===== config.mk =====
export PLATFORM = sky130hd
export DESIGN_NAME = bus_decoder_with_bank_mapper_unit_flat
export DESIGN_NICKNAME = d
export VERILOG_FILES = /design/src/hdl/bdbm_pkg.sv /design/src/hdl/bdbm_if.sv /design/src/hdl/bus_decoder_with_bank_mapper_unit.sv /design/src/hdl/bdbm_decode.sv /design/src/hdl/bdbm_state.sv /design/src/flat_wrapper.sv
export VERILOG_INCLUDE_DIRS = /design/src /design/src/hdl
export SDC_FILE = /design/constraint.sdc
export NUM_CORES = 1
export LEC_CHECK = 0
export BUFFER_PORTS_ARGS = -buffer_cell sky130_fd_sc_hd__buf_2
export CORE_MARGIN = 2
export CORE_UTILIZATION = 55
export CTS_BUF_LIST = sky130_fd_sc_hd__clkbuf_4
export DETAILED_ROUTE_END_ITERATION = 7
export GPL_TIMING_DRIVEN = 1
export PLACE_DENSITY = 0.87
export SETUP_SLACK_MARGIN = 0.4
export SYNTH_ARGS = -nofsm -noshare
export SYNTH_HDL_FRONTEND = slang
export SYNTH_HIERARCHICAL = 1
export SYNTH_SLANG_ARGS = --single-unit

===== constraint.sdc =====
create_clock -name clk -period 6.9 [get_ports clk]
set_clock_uncertainty 0.2 [all_clocks]
set_input_delay 1.035 -clock clk [delete_from_list [all_inputs] [get_ports clk]]
set_output_delay 1.035 -clock clk [all_outputs]
set_load 0.01 [all_outputs]

===== src/hdl/bus_decoder_with_bank_mapper_unit_macros.svh =====
// assertion macros for the bus decoder with bank mapper
// expects clk and arst_n in the scope of the module that uses them

`ifndef BUS_DECODER_WITH_BANK_MAPPER_UNIT_MACROS_SVH
`define BUS_DECODER_WITH_BANK_MAPPER_UNIT_MACROS_SVH

// condition holds in the same cycle as the trigger
`define BDBM_ASSERT_NOW(lbl, ante, cons, msg) \
	lbl: assert property (@(posedge clk) disable iff (!arst_n) (ante) |-> (cons)) \
		else $error(msg);

// condition holds in the cycle after the trigger
`define BDBM_ASSERT_NEXT(lbl, ante, cons, msg) \
	lbl: assert property (@(posedge clk) disable iff (!arst_n) (ante) |=> (cons)) \
		else $error(msg);

`endif


===== src/hdl/bdbm_pkg.sv =====
// shared types, codes and reset values for the bus decoder with bank mapper
// no dependencies

package bdbm_pkg;

	// access modes
	typedef enum logic [1:0] {
		MODE_READ  = 2'd0,
		MODE_WRITE = 2'd1,
		MODE_RAISE = 2'd2,
		MODE_LOWER = 2'd3
	} mode_t;

	// decoded targets
	typedef enum logic [3:0] {
		TGT_ROM      = 4'd0,
		TGT_VRAM     = 4'd1,
		TGT_CRAM     = 4'd2,
		TGT_WRAM     = 4'd3,
		TGT_OAM      = 4'd4,
		TGT_HRAM     = 4'd5,
		TGT_PAD      = 4'd6,
		TGT_TIMER    = 4'd7,
		TGT_VIDEO    = 4'd8,
		TGT_INTERNAL = 4'd9
	} target_t;

	// mapper register regions inside the rom area, address bits 14..13
	typedef enum logic [1:0] {
		MAP_RAM_ENABLE = 2'd0,
		MAP_ROM_BANK   = 2'd1,
		MAP_UPPER_BANK = 2'd2,
		MAP_BANK_MODE  = 2'd3
	} map_region_t;

	localparam int ADDR_W   = 16;
	localparam int DATA_W   = 8;
	localparam int LINES_W  = 5;
	localparam int TADDR_W  = 21;
	localparam int ROMBANK_W = 7;
	localparam int RAMBANK_W = 2;

	localparam logic [3:0] RAM_ENABLE_KEY = 4'hA;

	// address map boundaries
	localparam logic [ADDR_W-1:0] VRAM_END  = 16'hA000;
	localparam logic [ADDR_W-1:0] CRAM_END  = 16'hC000;
	localparam logic [ADDR_W-1:0] WRAM_END  = 16'hFE00;
	localparam logic [ADDR_W-1:0] OAM_END   = 16'hFF00;
	localparam logic [ADDR_W-1:0] IE_ADDR   = 16'hFFFF;
	localparam logic [ADDR_W-1:0] IO_TOP    = 16'hFF7F;
	localparam logic [ADDR_W-1:0] VIDEO_LO  = 16'hFF40;
	localparam logic [ADDR_W-1:0] PAD_ADDR  = 16'hFF00;
	localparam logic [ADDR_W-1:0] TIMER_LO  = 16'hFF04;
	localparam logic [ADDR_W-1:0] TIMER_HI  = 16'hFF07;
	localparam logic [ADDR_W-1:0] IF_ADDR   = 16'hFF0F;
	localparam logic [7:0]        OAM_LIMIT = 8'hA0;

	typedef struct packed {
		mode_t               mode;
		logic [ADDR_W-1:0]   address;
		logic [DATA_W-1:0]   write_data;
		logic [LINES_W-1:0]  line_mask;
	} req_word_t;

	typedef struct packed {
		target_t             target;
		logic [TADDR_W-1:0]  target_address;
		logic                write_strobe;
		logic [DATA_W-1:0]   read_data;
		logic [DATA_W-1:0]   flags_now;
		logic [DATA_W-1:0]   enable_now;
	} rsp_word_t;

	// mapper and interrupt state
	typedef struct packed {
		logic [ROMBANK_W-1:0] rom_bank;
		logic [RAMBANK_W-1:0] ram_bank;
		logic                 ram_enabled;
		logic                 banking_mode;
		logic [DATA_W-1:0]    irq_enable;
		logic [DATA_W-1:0]    irq_flags;
		logic [LINES_W-1:0]   irq_lines;
	} state_t;

	localparam state_t STATE_RESET = '{
		rom_bank:     7'd1,
		ram_bank:     2'd0,
		ram_enabled:  1'b0,
		banking_mode: 1'b0,
		irq_enable:   8'd0,
		irq_flags:    8'd0,
		irq_lines:    5'd0
	};

endpackage


===== src/hdl/bdbm_if.sv =====
// valid/ready channels carrying request and result words
// depends on bdbm_pkg

interface bdbm_req_if;
	logic                  valid;
	logic                  ready;
	bdbm_pkg::req_word_t   data;

	modport source (output valid, output data, input ready);
	modport sink   (input valid, input data, output ready);
endinterface

interface bdbm_rsp_if;
	logic                  valid;
	logic                  ready;
	bdbm_pkg::rsp_word_t   data;

	modport source (output valid, output data, input ready);
	modport sink   (input valid, input data, output ready);
endinterface


===== src/hdl/bus_decoder_with_bank_mapper_unit.sv =====
// top level of the bus decoder with bank mapper
// depends on bdbm_pkg, bdbm_if, bdbm_decode, bdbm_state and the macros header

`include "bus_decoder_with_bank_mapper_unit_macros.svh"

// One bus word enters per cycle while the request side sees ready, and its
// result passes through an input register, the decode and state update, then
// a result register. Sustained rate is one word per clock whenever the result
// side takes words; the rate rests on the read-modify-write of the mapper and
// interrupt registers, done between the two registers. While the result
// register is stalled, a word in the input register waits there and ready to
// the request side drops in that same cycle; an empty input register still
// takes one more word. Every word yields exactly one result.

module bus_decoder_with_bank_mapper_unit (
	input  logic              clk,
	input  logic              arst_n,
	bdbm_req_if.sink          req,
	bdbm_rsp_if.source        rsp
);

	logic                valid_s1;
	bdbm_pkg::req_word_t item_s1;
	logic                valid_s2;
	bdbm_pkg::rsp_word_t res_s2;

	logic                advance;
	bdbm_pkg::rsp_word_t res;
	bdbm_pkg::state_t    cur;
	bdbm_pkg::state_t    nxt;

	// word moves from input to result register
	assign advance   = valid_s1 & (~valid_s2 | rsp.ready);
	assign req.ready = ~valid_s1 | advance;

	// input register
	always_ff @(posedge clk or negedge arst_n) begin
		if (!arst_n) begin
			valid_s1 <= 1'b0;
		end else if (req.ready) begin
			valid_s1 <= req.valid;
		end
	end

	always_ff @(posedge clk) begin
		if (req.ready && req.valid) begin
			item_s1 <= req.data;
		end
	end

	bdbm_decode u_decode (
		.item (item_s1),
		.cur  (cur),
		.res  (res),
		.nxt  (nxt)
	);

	bdbm_state u_state (
		.clk    (clk),
		.arst_n (arst_n),
		.load   (advance),
		.nxt    (nxt),
		.cur    (cur)
	);

	// result register
	always_ff @(posedge clk or negedge arst_n) begin
		if (!arst_n) begin
			valid_s2 <= 1'b0;
		end else if (advance) begin
			valid_s2 <= 1'b1;
		end else if (rsp.ready) begin
			valid_s2 <= 1'b0;
		end
	end

	always_ff @(posedge clk) begin
		if (advance) begin
			res_s2 <= res;
		end
	end

	assign rsp.valid = valid_s2;
	assign rsp.data  = res_s2;

	// checks on decode and state handling
	`BDBM_ASSERT_NOW(a_rom_bank_nonzero, 1'b1, cur.rom_bank[4:0] != 5'd0, "rom bank low bits zero")
	`BDBM_ASSERT_NOW(a_no_strobe_rom_int, valid_s2 && res_s2.write_strobe, res_s2.target != bdbm_pkg::TGT_ROM && res_s2.target != bdbm_pkg::TGT_INTERNAL, "strobe on rom or internal")
	`BDBM_ASSERT_NEXT(a_state_holds, !advance, $stable(cur), "state changed without a word")
	`BDBM_ASSERT_NEXT(a_raise_sets_lines, advance && item_s1.mode == bdbm_pkg::MODE_RAISE, (cur.irq_lines & $past(item_s1.line_mask)) == $past(item_s1.line_mask), "raised lines not held")

endmodule


===== src/hdl/bdbm_decode.sv =====
// address decode, bank mapping and next-state logic for one bus access
// depends on bdbm_pkg

module bdbm_decode (
	input  bdbm_pkg::req_word_t item,
	input  bdbm_pkg::state_t    cur,
	output bdbm_pkg::rsp_word_t res,
	output bdbm_pkg::state_t    nxt
);

	logic                         wr;
	logic [bdbm_pkg::ADDR_W-1:0]  a;
	logic [bdbm_pkg::DATA_W-1:0]  v;
	logic [4:0]                   lo_bank;

	assign wr = (item.mode == bdbm_pkg::MODE_WRITE);
	assign a  = item.address;
	assign v  = item.write_data;

	// low rom bank bits never select bank zero
	assign lo_bank = (v[4:0] == 5'd0) ? 5'd1 : v[4:0];

	always_comb begin
		nxt                = cur;
		res.target         = bdbm_pkg::TGT_INTERNAL;
		res.target_address = '0;
		res.write_strobe   = 1'b0;
		res.read_data      = '0;

		unique case (item.mode)
			// interrupt lines: flags set only on a rising edge
			bdbm_pkg::MODE_RAISE: begin
				nxt.irq_flags = cur.irq_flags | {3'b000, item.line_mask & ~cur.irq_lines};
				nxt.irq_lines = cur.irq_lines | item.line_mask;
			end
			bdbm_pkg::MODE_LOWER: begin
				nxt.irq_lines = cur.irq_lines & ~item.line_mask;
			end
			bdbm_pkg::MODE_READ, bdbm_pkg::MODE_WRITE: begin
				priority if (!a[15]) begin
					// rom area, writes go to the mapper
					res.target = bdbm_pkg::TGT_ROM;
					if (a[14]) begin
						res.target_address = {cur.rom_bank, a[13:0]};
					end else begin
						res.target_address = {5'd0, a};
					end
					if (wr) begin
						unique case (bdbm_pkg::map_region_t'(a[14:13]))
							bdbm_pkg::MAP_RAM_ENABLE: begin
								nxt.ram_enabled = (v[3:0] == bdbm_pkg::RAM_ENABLE_KEY);
							end
							bdbm_pkg::MAP_ROM_BANK: begin
								nxt.rom_bank = {cur.rom_bank[6:5], lo_bank};
							end
							bdbm_pkg::MAP_UPPER_BANK: begin
								if (cur.banking_mode) begin
									nxt.ram_bank = v[1:0];
								end else begin
									nxt.ram_bank = '0;
									nxt.rom_bank = {v[1:0], cur.rom_bank[4:0]};
								end
							end
							bdbm_pkg::MAP_BANK_MODE: begin
								nxt.banking_mode = v[0];
								if (v[0]) begin
									nxt.ram_bank = '0;
								end
							end
							default: ;
						endcase
					end
				end else if (a < bdbm_pkg::VRAM_END) begin
					res.target         = bdbm_pkg::TGT_VRAM;
					res.target_address = {8'd0, a[12:0]};
					res.write_strobe   = wr;
				end else if (a < bdbm_pkg::CRAM_END) begin
					// cart ram, banked, writes gated by the enable
					res.target         = bdbm_pkg::TGT_CRAM;
					res.target_address = {6'd0, cur.ram_bank, a[12:0]};
					res.write_strobe   = wr & cur.ram_enabled;
				end else if (a < bdbm_pkg::WRAM_END) begin
					res.target         = bdbm_pkg::TGT_WRAM;
					res.target_address = {8'd0, a[12:0]};
					res.write_strobe   = wr;
				end else if (a < bdbm_pkg::OAM_END) begin
					// oam tail falls through to internal unmapped space
					if (a[7:0] < bdbm_pkg::OAM_LIMIT) begin
						res.target         = bdbm_pkg::TGT_OAM;
						res.target_address = {13'd0, a[7:0]};
						res.write_strobe   = wr;
					end
				end else if (a == bdbm_pkg::IE_ADDR) begin
					if (wr) begin
						nxt.irq_enable = v;
					end else begin
						res.read_data = cur.irq_enable;
					end
				end else if (a > bdbm_pkg::IO_TOP) begin
					res.target         = bdbm_pkg::TGT_HRAM;
					res.target_address = {14'd0, a[6:0]};
					res.write_strobe   = wr;
				end else if (a >= bdbm_pkg::VIDEO_LO) begin
					res.target         = bdbm_pkg::TGT_VIDEO;
					res.target_address = {15'd0, a[5:0]};
					res.write_strobe   = wr;
				end else if (a == bdbm_pkg::PAD_ADDR) begin
					res.target       = bdbm_pkg::TGT_PAD;
					res.write_strobe = wr;
				end else if (a >= bdbm_pkg::TIMER_LO && a <= bdbm_pkg::TIMER_HI) begin
					res.target         = bdbm_pkg::TGT_TIMER;
					res.target_address = {19'd0, a[1:0]};
					res.write_strobe   = wr;
				end else if (a == bdbm_pkg::IF_ADDR) begin
					if (wr) begin
						nxt.irq_flags = v;
					end else begin
						res.read_data = cur.irq_flags;
					end
				end else begin
					// unmapped i/o stays internal with zero read data
				end
			end
			default: ;
		endcase

		res.flags_now  = nxt.irq_flags;
		res.enable_now = nxt.irq_enable;
	end

endmodule


===== src/hdl/bdbm_state.sv =====
// mapper and interrupt state registers, loaded once per decoded word
// depends on bdbm_pkg

module bdbm_state (
	input  logic             clk,
	input  logic             arst_n,
	input  logic             load,
	input  bdbm_pkg::state_t nxt,
	output bdbm_pkg::state_t cur
);

	bdbm_pkg::state_t state_q;

	// state register
	always_ff @(posedge clk or negedge arst_n) begin
		if (!arst_n) begin
			state_q <= bdbm_pkg::STATE_RESET;
		end else if (load) begin
			state_q <= nxt;
		end
	end

	assign cur = state_q;

endmodule

===== src/flat_wrapper.sv =====
// flat-port wrapper written by rule: the top's interface ports become plain ports
module bus_decoder_with_bank_mapper_unit_flat 
  (clk, arst_n, req_valid, req_data, req_ready, rsp_valid, rsp_data, rsp_ready);
  bdbm_req_if req_i ();
  bdbm_rsp_if rsp_i ();
  input  logic clk;
  input  logic arst_n;
  input wire logic [$bits(req_i.valid)-1:0] req_valid;
  input wire logic [$bits(req_i.data)-1:0] req_data;
  output wire logic [$bits(req_i.ready)-1:0] req_ready;
  output wire logic [$bits(rsp_i.valid)-1:0] rsp_valid;
  output wire logic [$bits(rsp_i.data)-1:0] rsp_data;
  input wire logic [$bits(rsp_i.ready)-1:0] rsp_ready;
  assign req_i.valid = req_valid;
  assign req_i.data = req_data;
  assign req_ready = req_i.ready;
  assign rsp_valid = rsp_i.valid;
  assign rsp_data = rsp_i.data;
  assign rsp_i.ready = rsp_ready;
  bus_decoder_with_bank_mapper_unit u_core (.clk(clk), .arst_n(arst_n), .req(req_i), .rsp(rsp_i));
endmodule

==> insert_results.sql <==
INSERT INTO impl_metrics (metric_group, metric, value, unit) VALUES
('synthesis', 'post_synth_and_or_nand_nor_area_fraction', '10.4', '%'),
('synthesis', 'fraction_of_synthesized_area_in_multiplexers', '12.3', '%'),
('synthesis', 'yosys.area_share.adder', '0.929', '%'),
('synthesis', 'synthMostInstantiatedCell', 'edfxtp_1', ''),
('synthesis', 'synth.cells.most_frequent', '81 x edfxtp_1, 33 x dfrtp_1, 30 x mux2_4, 16 x buf_4, 16 x mux2_2', ''),
('sta', 'max_slew.worst_pin.slew', '1.19', 'ns'),
('global_route', 'grt_antenna_before_repair', '0', ''),
('cells_and_area', 'antenna_cell_count', '0', ''),
('clock_tree', 'cts_hold_repair.buffers', '0', ''),
('detailed_routing', 'drt_first_iter_violations', '285', ''),
('global_route', 'vias_in_the_first_global_route', '3198', ''),
('sta', 'fin_crit', '3.52', 'ns'),
('synthesis', 'area_fraction_in_compound_gates_after_synthesis', '9.13', '%'),
('cells_and_area', 'post_route_cells_drive_above_1_share', '39.2', '%'),
('clock_tree', 'postCtsResizedCells', '0', ''),
('sta', 'setup_repair_after_global_routing_missed_its_margin', 'false', ''),
('detailed_routing', 'final_antenna_net_count', '0', ''),
('synthesis', 'synth.top_cells.by_area', 'edfxtp_1 45%, dfrtp_1 15%, mux2_4 8.4%, mux2_2 3.3%, buf_4 2.2%', ''),
('die', 'chipWidth', '103', 'um'),
('sta', 'final-max-slew-violation-count', '0', ''),
('run_status', 'outcome', 'complete, no violations', ''),
('clock_tree', 'htree_num_levels', '4', ''),
('power', 'post-layout-total-power', '1.80', 'mW'),
('sta', 'post-route-period-util', '51.0', '%'),
('global_route', 'grt_overflow', '0', ''),
('sta', 'final_critical_path_setup_slack', '3.38', 'ns'),
('place', 'placed_area', '0.00571', 'mm2'),
('clock_tree', 'clock_path_buffers', '2', ''),
('sta', 'fmax', '0.284', 'GHz'),
('power', 'total_leakage_power', '2.54', 'nW'),
('place', 'buffer_ports.inserted', '86', ''),
('power', 'total_power_divided_by_cell_area', '297', 'mW/mm2'),
('synthesis', 'top_cell_type_s_share_of_synthesized_area', '45.2', '%'),
('cells_and_area', 'util_after_layout', '63.0', '%'),
('detailed_routing', 'route.final.wire_length', '10.5', 'mm'),
('detailed_routing', 'detail_route.wl_per_cell', '17.9', 'um'),
('synthesis', 'synth_area', '0.00539', 'mm2'),
('critical_path', 'critical_path.endpoint_type', 'register', ''),
('critical_path', 'worstSetupStartpointType', 'register', ''),
('sta', 'setup_viol_count_final', '0', ''),
('cells_and_area', 'final_area', '0.00607', 'mm2'),
('power', 'worst_ir_drop_vdd', '0.221', 'mV'),
('detailed_routing', 'drt_first_pass_iters', '5', ''),
('global_route', 'gr-usage-all-layers', '20.6', '%'),
('synthesis', 'syn-mean-instance-area', '14.8', 'um2'),
('synthesis', 'postSynthNetCount', '403', ''),
('cells_and_area', 'area_growth_from_synthesis_to_layout', '12.8', '%'),
('sta', 'final-hold-violation-count', '0', ''),
('sta', 'relSlewSlack', '20.8', '%'),
('detailed_routing', 'dr_total_vias', '3348', ''),
('cells_and_area', 'layoutNonFillerInstCount', '585', ''),
('synthesis', 'synth_top_area_cell', 'edfxtp_1', ''),
('cells_and_area', 'final_nets', '478', ''),
('synthesis', 'seq_area_frac_synth', '61.0', '%'),
('die', 'placement_rows', '36', ''),
('critical_path', 'highest_fanout_seen_on_the_critical_path', '32', ''),
('clock_tree', 'buffer_type_at_the_clock_tree_root', 'clkbuf_4', ''),
('die', 'floorplan.die_area', '0.0106', 'mm2'),
('synthesis', 'syn-instance-count', '364', ''),
('clock_tree', 'numCtsBuffers', '17', ''),
('synthesis', 'synthXorXnorAreaFrac', '0', '%'),
('clock_tree', 'cts_tree', 'done', ''),
('critical_path', 'path_class', 'reg2reg', ''),
('detailed_routing', 'drcViolationCount', '0', ''),
('synthesis', 'ys.flop_type', 'edfxtp_1', ''),
('sta', 'fin_worst_hold_slack', '0.320', 'ns'),
('detailed_routing', 'route.detailed.vias_per_inst', '5.72', ''),
('synthesis', 'synth-edff-count', '81', ''),
('critical_path', 'worst_ep_arrival_time', '3.72', 'ns'),
('sta', 'totalNegativeSetupSlack', '0', 'ns'),
('worst_hold_path', 'worst_hold_path_type', 'reg2reg', '');
## logic make-up (layout without fill, tap and decap cells)
| group | count (synthesis) | after routing |
|---|---|---|
| AO/OA/AOI/OAI | 65 | 65 |
| adder cells (fa/ha/maj) | 4 | 4 |
| buffers and inverters | 42 | 130 |
| flip-flops | 115 | 115 |
| multiplexers | 49 | 49 |
| AND/OR/NAND/NOR | 89 | 89 |
## power breakdown
| part | switching (mW) | internal, mW |
|---|---|---|
| clock | 0.251 | 0.364 |
| sequential | 0.0730 | 0.842 |
| combinational | 0.122 | 0.153 |
| total | 0.446 | 1.36 |
## state kept, by name (all words and copies together), names as in the netlist
name,cells
u_core/rsp.data,50
u_core/u_state/cur,32
u_core/item_s1,31
u_core/rsp.valid,1
u_core/valid_s1,1
## critical path: stages (launching register included)
cell and delay (ns):
edfxtp_1 0.81, nor2b_1 0.91, o2111ai_1 0.42, or2_1 0.46, mux2_2 0.33, mux2_2 0.27
## path summary, 6_finish.rpt
| check | startpoint | slack (ns) | end | cells after the start |
|---|---|---|---|---|
| min in group asynchronous | arst_n | 0.41 | u_core/u_state/cur[19] | 1 |
| worst max-delay path | u_core/item_s1[30] | 3.38 | u_core/u_state/cur[12] | 5 |
| max in group asynchronous | arst_n | 5.58 | u_core/u_state/cur[2] | 1 |
| worst max register to register | u_core/item_s1[30] | 3.38 | u_core/u_state/cur[12] | 5 |
| worst min-delay path | u_core/u_state/cur[2] | 0.32 | u_core/u_state/cur[2] | 1 |
| worst min register to register | u_core/u_state/cur[2] | 0.32 | u_core/u_state/cur[2] | 1 |
## metal layers
layer	global-route usage (%)	vias up	part of all wire, %
li1	-	1540	-
met1	27.3	1656	42
met2	32.7	138	50
met3	7.12	14	5.7
met4	5.77	0	1.6
met5	0	-	0
## layout by cell type, fill, tap and decap left out, types with 5 or more instances in the layout
cell type / synthesis / final
a22o_1: 9 / 9
nor3_1: 5 / 5
nand2b_1: 13 / 13
a21oi_1: 11 / 11
o21ai_0: 6 / 6
nor4_1: 9 / 8
inv_1: 10 / 10
and2_1: 12 / 11
dfrtp_1: 33 / 33
nor3b_1: 5 / 5
nand2_1: 13 / 13
edfxtp_1: 81 / 81
bufinv_16: 0 / 6
nor2_1: 5 / 5
mux2_2: 16 / 16
mux2_4: 30 / 30
a22oi_1: 8 / 8
buf_2: 0 / 86
clkbuf_4: 0 / 18
## area by class of cell
class	instances	area [um2]	share of cell area [%]
well taps	133	166	2.74
clock buffers	18	135	2.22
flip-flops and latches	115	3280	54.1
inverters	10	37.5	0.618
clock inverters	14	234	3.85
repair buffers	88	445	7.33
multi-input cells	207	1770	29.2
Note: power is estimated with default switching activity, not from simulation.
